===== config.mk =====
export PLATFORM = sky130hd
export DESIGN_NAME = stepper_jog_pulse_controller_unit
export DESIGN_NICKNAME = d
export VERILOG_FILES = /design/src/design/sjpc_pkg.sv /design/src/design/sjpc_div.sv /design/src/design/stepper_jog_pulse_controller_unit.sv
export SDC_FILE = /design/constraint.sdc
export NUM_CORES = 1
export LEC_CHECK = 0
export BUFFER_PORTS_ARGS = -buffer_cell sky130_fd_sc_hd__buf_2
export CAP_MARGIN = 15
export CORE_MARGIN = 2
export CORE_UTILIZATION = 35
export DETAILED_ROUTE_END_ITERATION = 7
export HOLD_SLACK_MARGIN = 0.06
export PLACE_DENSITY_LB_ADDON = 0.25
export SLEW_MARGIN = 20
export SYNTH_ARGS = -nofsm -noshare
export SYNTH_HDL_FRONTEND = slang
export SYNTH_SLANG_ARGS = --single-unit

===== constraint.sdc =====
create_clock -name clk -period 12.09 [get_ports clk]
set_input_delay 0.6045 -clock clk [delete_from_list [all_inputs] [get_ports clk]]
set_output_delay 0.6045 -clock clk [all_outputs]
set_load 0.02 [all_outputs]

===== src/design/sjpc_pkg.sv =====
// ----------------------------------------------------------------------------
// sjpc_pkg: shared types and constants of the stepper jog pulse controller
// Holds the operation codes, the sequencer states, the divider status group
// and the field widths, reset values and fixed geometry and timing constants.
// ----------------------------------------------------------------------------
package sjpc_pkg;

	// Field widths.
	localparam int OP_W    = 3;
	localparam int SPEED_W = 16;
	localparam int STEPS_W = 24;
	localparam int POS_W   = 13;
	localparam int DIST_W  = 12;
	localparam int TICKS_W = 20;

	// Geometry and timing.
	localparam int STEPS_PER_TURN   = 8000;
	localparam int TICKS_PER_SECOND = 1000000;
	localparam int HALF_TURN        = STEPS_PER_TURN / 2;

	localparam logic [POS_W-1:0] POS_LAST = POS_W'(STEPS_PER_TURN - 1);
	localparam logic [POS_W-1:0] POS_TURN = POS_W'(STEPS_PER_TURN);

	// Signed forms used by the shortest-path computation.
	localparam int AIM_W = POS_W + 1;
	localparam logic signed [AIM_W-1:0] AIM_TURN     = AIM_W'(STEPS_PER_TURN);
	localparam logic signed [AIM_W-1:0] AIM_HALF     = AIM_W'(HALF_TURN);
	localparam logic signed [AIM_W-1:0] AIM_NEG_HALF = -AIM_W'(HALF_TURN);

	// Register reset values.
	localparam logic [SPEED_W-1:0] MIN_SPEED_RST = 16'd50;
	localparam logic [SPEED_W-1:0] MAX_SPEED_RST = 16'd1200;

	// Configuration register indexes.
	localparam logic CFG_MIN_SPEED = 1'b0;
	localparam logic CFG_MAX_SPEED = 1'b1;

	// Divider geometry: one quotient bit per pass.
	localparam int DIV_STEPS = TICKS_W;
	localparam int DIV_CNT_W = $clog2(DIV_STEPS);
	localparam logic [TICKS_W-1:0] DIVIDEND = TICKS_W'(TICKS_PER_SECOND);

	typedef enum logic [OP_W-1:0] {
		OP_TICK  = 3'd0,
		OP_START = 3'd1,
		OP_JOG   = 3'd2,
		OP_STOP  = 3'd3,
		OP_AIM   = 3'd4
	} op_t;

	typedef enum logic {
		ST_IDLE,
		ST_DIVIDE
	} seq_state_t;

	typedef struct packed {
		logic busy;
		logic done;
	} div_status_t;

endpackage


===== src/design/sjpc_div.sv =====
// ----------------------------------------------------------------------------
// sjpc_div: iterative step interval divider
// Restoring division of the fixed tick rate by a 16-bit speed, one quotient
// bit per cycle through a single shared subtractor.
// ----------------------------------------------------------------------------
module sjpc_div
	import sjpc_pkg::*;
(
	input  logic               clk,
	input  logic               arst_n,
	input  logic               start,
	input  logic [SPEED_W-1:0] divisor,
	output logic [TICKS_W-1:0] quotient,
	output div_status_t        status
);

	logic [SPEED_W-1:0] divisor_q;
	logic [SPEED_W-1:0] rem_q;
	logic [TICKS_W-1:0] dq_q;
	logic [DIV_CNT_W-1:0] cnt_q;
	logic busy_q;
	logic done_q;

	logic [SPEED_W:0] shifted;
	logic [SPEED_W:0] trial;
	logic             fits;

	// The partial remainder stays below the divisor, so the shifted value
	// fits in one bit more than the divisor.
	assign shifted = {rem_q, dq_q[TICKS_W-1]};
	assign trial   = shifted - {1'b0, divisor_q};
	assign fits    = shifted >= {1'b0, divisor_q};

	always_ff @(posedge clk or negedge arst_n) begin
		if (!arst_n) begin
			busy_q <= 1'b0;
			done_q <= 1'b0;
			cnt_q  <= '0;
		end else begin
			done_q <= !start && busy_q && (cnt_q == '0);
			if (start) begin
				busy_q <= 1'b1;
				cnt_q  <= DIV_CNT_W'(DIV_STEPS - 1);
			end else if (busy_q) begin
				cnt_q <= cnt_q - 1'b1;
				if (cnt_q == '0) begin
					busy_q <= 1'b0;
				end
			end
		end
	end

	always_ff @(posedge clk) begin
		if (start) begin
			divisor_q <= divisor;
			rem_q     <= '0;
			dq_q      <= DIVIDEND;
		end else if (busy_q) begin
			rem_q <= fits ? trial[SPEED_W-1:0] : shifted[SPEED_W-1:0];
			dq_q  <= {dq_q[TICKS_W-2:0], fits};
		end
	end

	assign quotient    = dq_q;
	assign status.busy = busy_q;
	assign status.done = done_q;

endmodule


===== src/design/stepper_jog_pulse_controller_unit.sv =====
// ----------------------------------------------------------------------------
// stepper_jog_pulse_controller_unit: step and direction generator
// Tracks position, direction, jog countdown and step timing of a stepper
// motor, one request per operation, with an iterative interval divider.
// ----------------------------------------------------------------------------
//
// Channel  Direction  Handshake          Contents
// cfg      in         cfg_wr_en          cfg_index selects min or max speed
// s        in         s_tvalid/s_tready  op, clockwise, speed, steps, target
// m        out        m_tvalid/m_tready  step, direction, position, status
//
// Ticks, stops, unused operations, a jog of zero steps and an aim that is
// already on target have their result registered at the edge that accepts
// the request. Start, jog and aim requests need a new step interval, which
// the shared subtractor builds one bit per cycle; their result is registered
// once the divider reports done, and no new request is taken before then.
// A new request is taken while the block is idle and the output register
// is empty or being emptied. Reset puts the motor stopped, clockwise, at
// position zero, with the speed limits at 50 and 1200 steps per second.
//
module stepper_jog_pulse_controller_unit
	import sjpc_pkg::*;
(
	input  logic               clk,
	input  logic               arst_n,
	// Configuration write port.
	input  logic               cfg_wr_en,
	input  logic               cfg_index,
	input  logic [SPEED_W-1:0] cfg_data,
	// Requests: op[2:0], clockwise[3], speed[19:4], jog_steps[43:20],
	// target_position[56:44], zero fill above.
	input  logic               s_tvalid,
	output logic               s_tready,
	input  logic [63:0]        s_tdata,
	// Results: step_pulse[0], direction_cw[1], position[14:2],
	// is_running[15], steps_remaining[39:16], jog_done[40],
	// aim_distance[52:41], zero fill above.
	output logic               m_tvalid,
	input  logic               m_tready,
	output logic [55:0]        m_tdata
);

	// Request fields.
	logic [OP_W-1:0]    in_op;
	logic               in_cw;
	logic [SPEED_W-1:0] in_speed;
	logic [STEPS_W-1:0] in_steps;
	logic [POS_W-1:0]   in_target;

	assign in_op     = s_tdata[2:0];
	assign in_cw     = s_tdata[3];
	assign in_speed  = s_tdata[19:4];
	assign in_steps  = s_tdata[43:20];
	assign in_target = s_tdata[56:44];

	// Configuration registers.
	logic [SPEED_W-1:0] min_speed_q;
	logic [SPEED_W-1:0] max_speed_q;

	// Motor state.
	logic               running_q;
	logic               dir_cw_q;
	logic [TICKS_W-1:0] interval_q;
	logic [STEPS_W-1:0] jog_left_q;
	logic [POS_W-1:0]   pos_q;
	logic [TICKS_W-1:0] elapsed_q;

	// Motion waiting for its interval.
	logic               pend_cw_q;
	logic [STEPS_W-1:0] pend_steps_q;
	logic [DIST_W-1:0]  pend_dist_q;

	// Output register.
	logic               m_tvalid_q;
	logic [55:0]        m_tdata_q;

	seq_state_t state_q;
	seq_state_t state_d;

	logic accept;
	logic div_start;
	logic [TICKS_W-1:0] div_quotient;
	div_status_t div_status;

	assign accept = s_tvalid && s_tready;

	// ------------------------------------------------------------------
	// Speed clamp. Min is checked first, so a min above max still wins
	// for low speeds. A clamped speed of zero divides as one.
	// ------------------------------------------------------------------
	logic [SPEED_W-1:0] speed_clamped;
	logic [SPEED_W-1:0] divisor;

	always_comb begin
		if (in_speed < min_speed_q) begin
			speed_clamped = min_speed_q;
		end else if (in_speed > max_speed_q) begin
			speed_clamped = max_speed_q;
		end else begin
			speed_clamped = in_speed;
		end
		divisor = (speed_clamped == '0) ? SPEED_W'(1) : speed_clamped;
	end

	// ------------------------------------------------------------------
	// Tick path: saturating elapsed counter, step decision, position wrap
	// and jog countdown.
	// ------------------------------------------------------------------
	logic [TICKS_W-1:0] elapsed_inc;
	logic               fire;
	logic [POS_W-1:0]   pos_stepped;
	logic               jog_ends;

	always_comb begin
		elapsed_inc = (elapsed_q != '1) ? elapsed_q + 1'b1 : elapsed_q;
		fire = running_q && (interval_q != '0) && (elapsed_inc >= interval_q);
		if (dir_cw_q) begin
			pos_stepped = (pos_q == POS_LAST) ? '0 : pos_q + 1'b1;
		end else begin
			pos_stepped = (pos_q == '0) ? POS_LAST : pos_q - 1'b1;
		end
		jog_ends = (jog_left_q == STEPS_W'(1));
	end

	// ------------------------------------------------------------------
	// Aim path: shortest wrapped difference to the target. Exactly half a
	// turn keeps its sign.
	// ------------------------------------------------------------------
	logic [POS_W-1:0]        target_mod;
	logic signed [AIM_W-1:0] diff_raw;
	logic signed [AIM_W-1:0] diff;
	logic signed [AIM_W-1:0] diff_abs;
	logic [DIST_W-1:0]       aim_mag;
	logic                    aim_cw;
	logic                    aim_moves;

	always_comb begin
		target_mod = (in_target >= POS_TURN) ? in_target - POS_TURN : in_target;
		diff_raw   = $signed({1'b0, target_mod}) - $signed({1'b0, pos_q});
		if (diff_raw > AIM_HALF) begin
			diff = diff_raw - AIM_TURN;
		end else if (diff_raw < AIM_NEG_HALF) begin
			diff = diff_raw + AIM_TURN;
		end else begin
			diff = diff_raw;
		end
		diff_abs  = diff[AIM_W-1] ? -diff : diff;
		aim_mag   = diff_abs[DIST_W-1:0];
		aim_cw    = !diff[AIM_W-1];
		aim_moves = (diff != '0);
	end

	// Requests that need a fresh interval go through the divider.
	logic needs_div;

	always_comb begin
		case (in_op)
			OP_START: needs_div = 1'b1;
			OP_JOG:   needs_div = (in_steps != '0);
			OP_AIM:   needs_div = aim_moves;
			default:  needs_div = 1'b0;
		endcase
	end

	// ------------------------------------------------------------------
	// Sequencer.
	// ------------------------------------------------------------------
	always_comb begin
		state_d = state_q;
		case (state_q)
			ST_IDLE: begin
				if (accept && needs_div) begin
					state_d = ST_DIVIDE;
				end
			end
			ST_DIVIDE: begin
				if (div_status.done) begin
					state_d = ST_IDLE;
				end
			end
			default: state_d = ST_IDLE;
		endcase
	end

	always_comb begin
		case (state_q)
			ST_IDLE:   s_tready = !m_tvalid_q || m_tready;
			ST_DIVIDE: s_tready = 1'b0;
			default:   s_tready = 1'b0;
		endcase
		div_start = accept && needs_div;
	end

	always_ff @(posedge clk or negedge arst_n) begin
		if (!arst_n) begin
			state_q <= ST_IDLE;
		end else begin
			state_q <= state_d;
		end
	end

	sjpc_div u_div (
		.clk      (clk),
		.arst_n   (arst_n),
		.start    (div_start),
		.divisor  (divisor),
		.quotient (div_quotient),
		.status   (div_status)
	);

	// ------------------------------------------------------------------
	// Configuration registers.
	// ------------------------------------------------------------------
	always_ff @(posedge clk or negedge arst_n) begin
		if (!arst_n) begin
			min_speed_q <= MIN_SPEED_RST;
			max_speed_q <= MAX_SPEED_RST;
		end else if (cfg_wr_en) begin
			if (cfg_index == CFG_MIN_SPEED) begin
				min_speed_q <= cfg_data;
			end
			if (cfg_index == CFG_MAX_SPEED) begin
				max_speed_q <= cfg_data;
			end
		end
	end

	// Pending motion is captured at acceptance and committed when the
	// divider hands back the interval.
	always_ff @(posedge clk) begin
		if (div_start) begin
			if (in_op == OP_AIM) begin
				pend_cw_q    <= aim_cw;
				pend_steps_q <= STEPS_W'(aim_mag);
				pend_dist_q  <= aim_mag;
			end else begin
				pend_cw_q    <= in_cw;
				pend_steps_q <= (in_op == OP_JOG) ? in_steps : '0;
				pend_dist_q  <= '0;
			end
		end
	end

	// ------------------------------------------------------------------
	// Motor state and output register. A new result takes the output
	// register; otherwise an accepted result empties it.
	// ------------------------------------------------------------------
	always_ff @(posedge clk or negedge arst_n) begin
		if (!arst_n) begin
			running_q  <= 1'b0;
			dir_cw_q   <= 1'b1;
			interval_q <= '0;
			jog_left_q <= '0;
			pos_q      <= '0;
			elapsed_q  <= '0;
			m_tvalid_q <= 1'b0;
			m_tdata_q  <= '0;
		end else begin
			if (state_q == ST_DIVIDE && div_status.done) begin
				dir_cw_q   <= pend_cw_q;
				interval_q <= div_quotient;
				jog_left_q <= pend_steps_q;
				running_q  <= 1'b1;
				m_tvalid_q <= 1'b1;
				m_tdata_q  <= {3'b0, pend_dist_q, 1'b0, pend_steps_q, 1'b1,
					pos_q, pend_cw_q, 1'b0};
			end else if (accept && !needs_div) begin
				m_tvalid_q <= 1'b1;
				case (in_op)
					OP_TICK: begin
						if (fire) begin
							elapsed_q <= '0;
							pos_q     <= pos_stepped;
							if (jog_left_q != '0) begin
								jog_left_q <= jog_left_q - 1'b1;
							end
							m_tdata_q <= {3'b0, DIST_W'(0), jog_ends,
								(jog_left_q != '0) ? jog_left_q - 1'b1 : jog_left_q,
								running_q && !jog_ends, pos_stepped, dir_cw_q, 1'b1};
							if (jog_ends) begin
								running_q <= 1'b0;
							end
						end else begin
							elapsed_q <= elapsed_inc;
							m_tdata_q <= {3'b0, DIST_W'(0), 1'b0, jog_left_q,
								running_q, pos_q, dir_cw_q, 1'b0};
						end
					end
					OP_STOP: begin
						running_q  <= 1'b0;
						jog_left_q <= '0;
						m_tdata_q  <= {3'b0, DIST_W'(0), 1'b0, STEPS_W'(0),
							1'b0, pos_q, dir_cw_q, 1'b0};
					end
					default: begin
						m_tdata_q <= {3'b0, DIST_W'(0), 1'b0, jog_left_q,
							running_q, pos_q, dir_cw_q, 1'b0};
					end
				endcase
			end else if (m_tvalid_q && m_tready) begin
				m_tvalid_q <= 1'b0;
			end
		end
	end

	assign m_tvalid = m_tvalid_q;
	assign m_tdata  = m_tdata_q;

	// ------------------------------------------------------------------
	// Assertions.
	// ------------------------------------------------------------------
	a_no_accept_while_dividing: assert property (@(posedge clk) disable iff (!arst_n)
		state_q == ST_DIVIDE |-> !s_tready)
		else $error("request accepted while the interval divider is busy");

	a_div_start_when_free: assert property (@(posedge clk) disable iff (!arst_n)
		div_start |-> !div_status.busy)
		else $error("divider restarted while busy");

	a_done_gives_result: assert property (@(posedge clk) disable iff (!arst_n)
		div_status.done |=> m_tvalid_q)
		else $error("divider finished without a result");

	a_running_has_interval: assert property (@(posedge clk) disable iff (!arst_n)
		running_q |-> interval_q != '0)
		else $error("motor running with a zero step interval");

endmodule


==> impl_results.md <==
* Placed wire-length estimate at ~33 mm
* GP Congestion at about 0.88
* Routed Antenna Nets at 0
* Leak pwr at roughly 8.3 nW
* Hold_sp: cfg_data[3]
* Status: completed
* VDD IR max at between 0.1 and 0.15 mV
* Max-slew violations at 0
* Fillers at approximately 4600
* Post-synth top area share at 25.12%
* Crit path cell chain: ha_1 > inv_1 > fa_1 > a21o_1 > a311o_1 > a2111o_1 > and3b_1 > a2111o_1 > nor4b_4 > nand2_2 > a311oi_4 > and3_1 > a41o_1 > buf_4 > a21o_1 > inv_2 > buf_4 > a211oi_1
* Critical Path Fanout Max at 80
* Cells after synthesis at 1861
* Worst slew margin at 28.79%
* CTS tree: built
* Final setup viols at 0
* Clk slew on worst S/H paths at approximately 0.05 ns
* Die ar. at 48700 µm²
* Hold Fails Final Rpt at 0
* Hold EP: min_speed_q[3]
* I/O Buffers at between 100 and 150
* Core area at about 46000 µm²
* Vias/cell at approximately 5.5
* Metal2 WL at slightly above 20 mm
* Total track usage at about a fifth
* Via Count at approximately 14000
* Final Cell Area at 18890 µm²
* CP startpoint: pos_q[0]
* Required @ worst endpoint at between 10 and 15 ns
* Syn avg cell area at between 8 and 9 µm²
* RR Startpoint: pos_q[0]
* Layout Skew at between 0.03 and 0.04 ns
* Largest net degree at the start of global routing at 81
* Clock buffer count from CTS at 35
* Postcts setup bufs at 0
* Arrival time at the worst endpoint at around 7 ns
* Final setup TNS at 0 ns
* Initial antenna violation count at 3
* Wire per inst at between 15 and 20 µm
* Detailed Route WL at between 40 and 50 mm
* Mapped Area at roughly 16000 µm²
* P&R area growth vs syn at 14.97%
* Initial Util at between 30% and 40%
* Row cnt at 79
* Fin crit share at about 54%
* # hold bufs at CTS at 1
* Number of global-route vias before repair at roughly 13000
* H-tree depth at 2
* Die X at ~220 µm
* RSZ-0062 raised after global routing: no
* Clk sinks at between 200 and 300
* Nets@finish at approximately 2100
* R2R setup slack at 5.54 ns
* Iter 0 DRT Violations at around 1100
* Max cap viols at 0
* PwrDens at around 190 nW/µm²
* Crit path kind: reg -> reg
* Slowest-stage cell, CP: a21o_1
* Crit start category: flop
* R2r endpoint: u_div.rem_q[10]
* Slew @ Worst Pin at approximately 1.1 ns
* CP endpoint kind: flop
* Synth unique cells at 87
* Reg2reg path depth at 18
* Sequential area share after synthesis at between 40% and 50%
* Hold path depth at 3
* GR Overflow Total at 0
* Synthesis warning total at 0
* Top layer in use: met5
* CTS resizes at 0
* Drc violations at 0
* Most common flop cell mapped by yosys: dfrtp_1
* Share of cells above drive strength 1 at between 10% and 20%
* Area of the multi-input gates at between 8000 and 9000 µm²
* IO Pins at between 100 and 150
* Max stage delay on crit path at roughly 0.70 ns
* Clk buf depth at 3
* Post-synth EDFFs at 53
* Final Critical Period at around 6.5 ns
* Max Clk Rate at about 150 MHz
* Area contributors post-synth: dfrtp_1, edfxtp_1, ha_1, o21ai_0, nand2_1
* Met3 routed WL at roughly 2.7 mm
* Reg area at roughly 6700 µm²
* Die H at ~220 µm
* Post-synth ARST share at 66.03%
* Synth Register Bits at between 200 and 300
* First-pass GRT wire length at roughly 72 mm
* Placed Area at around 18000 µm²
* Clk Latency, worst-skew pair at ~0.56 ns
* Clock Root Buffer: clkbuf_16
* Cell taking the most area after synthesis: dfrtp_1
* DR pass1 iterations at 5
* Worst Hold Class: in -> reg
* Wl on met1 at 21.20 mm
per-layer routing:
metal / vias up / global-route usage (%)
met4: 2 / 7.133
met3: 85 / 3.725
met1: 6801 / 24.94
met2: 394 / 29.84
li1: 6937 / -
met5: - / 0
worst max-delay path, delay by kind of cell, from the launching register on:
kind	cells	cell delay, ns
AOI/OAI and AO/OA	8	3.28
and+or+nand+nor	4	1.09
buffers and inverters	4	0.84
adders and majority gates	2	0.64
DFF	1	0.52
how the worst max path moves through the flow:
stage,end,depth (start not counted),slack (ns)
2_1_floorplan,pend_cw_q,20,6.28
3_3_place_gp,pend_dist_q[6],20,5.14
3_5_place_dp,u_div.rem_q[10],21,5.11
4_1_cts,u_div.rem_q[10],18,5.52
5_1_grt,u_div.rem_q[10],22,5.12
6_report,u_div.rem_q[10],18,5.54
final cells by class:
| class | instances | share of cell area [%] |
|---|---|---|
| inverter | 111 | 2.205 |
| antenna | 2 | 0.02649 |
| multi-input combinational | 1396 | 47.63 |
| timing repair buffer | 157 | 4.536 |
| clock buffer | 49 | 5.231 |
| tap | 607 | 4.020 |
| clock inverter | 15 | 1.146 |
| sequential | 262 | 35.21 |
report_power, final:
group | total [W] | internal, W | switching [W]
Combinational | 0.00121 | 0.000500 | 0.000710
Sequential | 0.00138 | 0.00116 | 0.000220
Clock | 0.00108 | 0.000663 | 0.000421
cells in the mapped netlist, drive strengths merged, types with 30 or more instances:
| cell type | n |
|---|---|
| mux2i | 51 |
| mux2 | 38 |
| clkbuf | 81 |
| o21ai | 215 |
| edfxtp | 53 |
| ha | 95 |
| nor2 | 153 |
| nand3 | 36 |
| inv | 111 |
| nor4 | 30 |
| dfrtp | 165 |
| dfxtp | 36 |
| nand2 | 224 |
| nor3 | 31 |
| a21oi | 95 |
| a21o | 42 |
kinds of logic after synthesis:
kind of cell	synth area share, %
AO/OA/AOI/OAI	20.90
XOR/XNOR	2.611
adder cells (fa/ha/maj)	7.476
buffers and inverters	4.918
flip-flops	40.47
multiplexers	5.710
other	0.02282
AND/OR/NAND/NOR	17.89
sequential cells by signal, indices dropped and copies added, names as in the netlist, 16 cells and up:
name and flops:
u_div.rem_q 16, jog_left_q 24, u_div.quotient 20, elapsed_q 20
u_div.divisor_q 16, m_tdata 53, max_speed_q 16, pend_steps_q 24
min_speed_q 16, interval_q 20
layout by cell type (no fill, tap or decap), types with 42 or more instances in the layout:
cell type,count
inv_1,110
mux2i_1,51
a21o_1,42
nand2_1,222
dfrtp_1,164
nor2_1,151
a21oi_1,92
buf_2,132
ha_1,95
o21ai_0,211
edfxtp_1,53
stage by stage:
stage | power (W) | setup slack [ns] | hold slack, ns | cells | util (%)
2_1_floorplan | 0.002238 | 6.281 | 0.3089 | 1863 | -
3_3_place_gp | 0.002570 | 5.138 | 0.4459 | 2532 | 38.04
3_5_place_dp | 0.002598 | 5.108 | 0.4442 | 2532 | 38.04
4_1_cts | 0.003712 | 5.521 | 0.2494 | 2597 | 40.66
5_1_grt | 0.003931 | 5.119 | 0.2879 | 2599 | 40.67
6_report | 0.003673 | 5.545 | 0.2833 | 2599 | 40.67
Power figures use the tool's default switching activity.
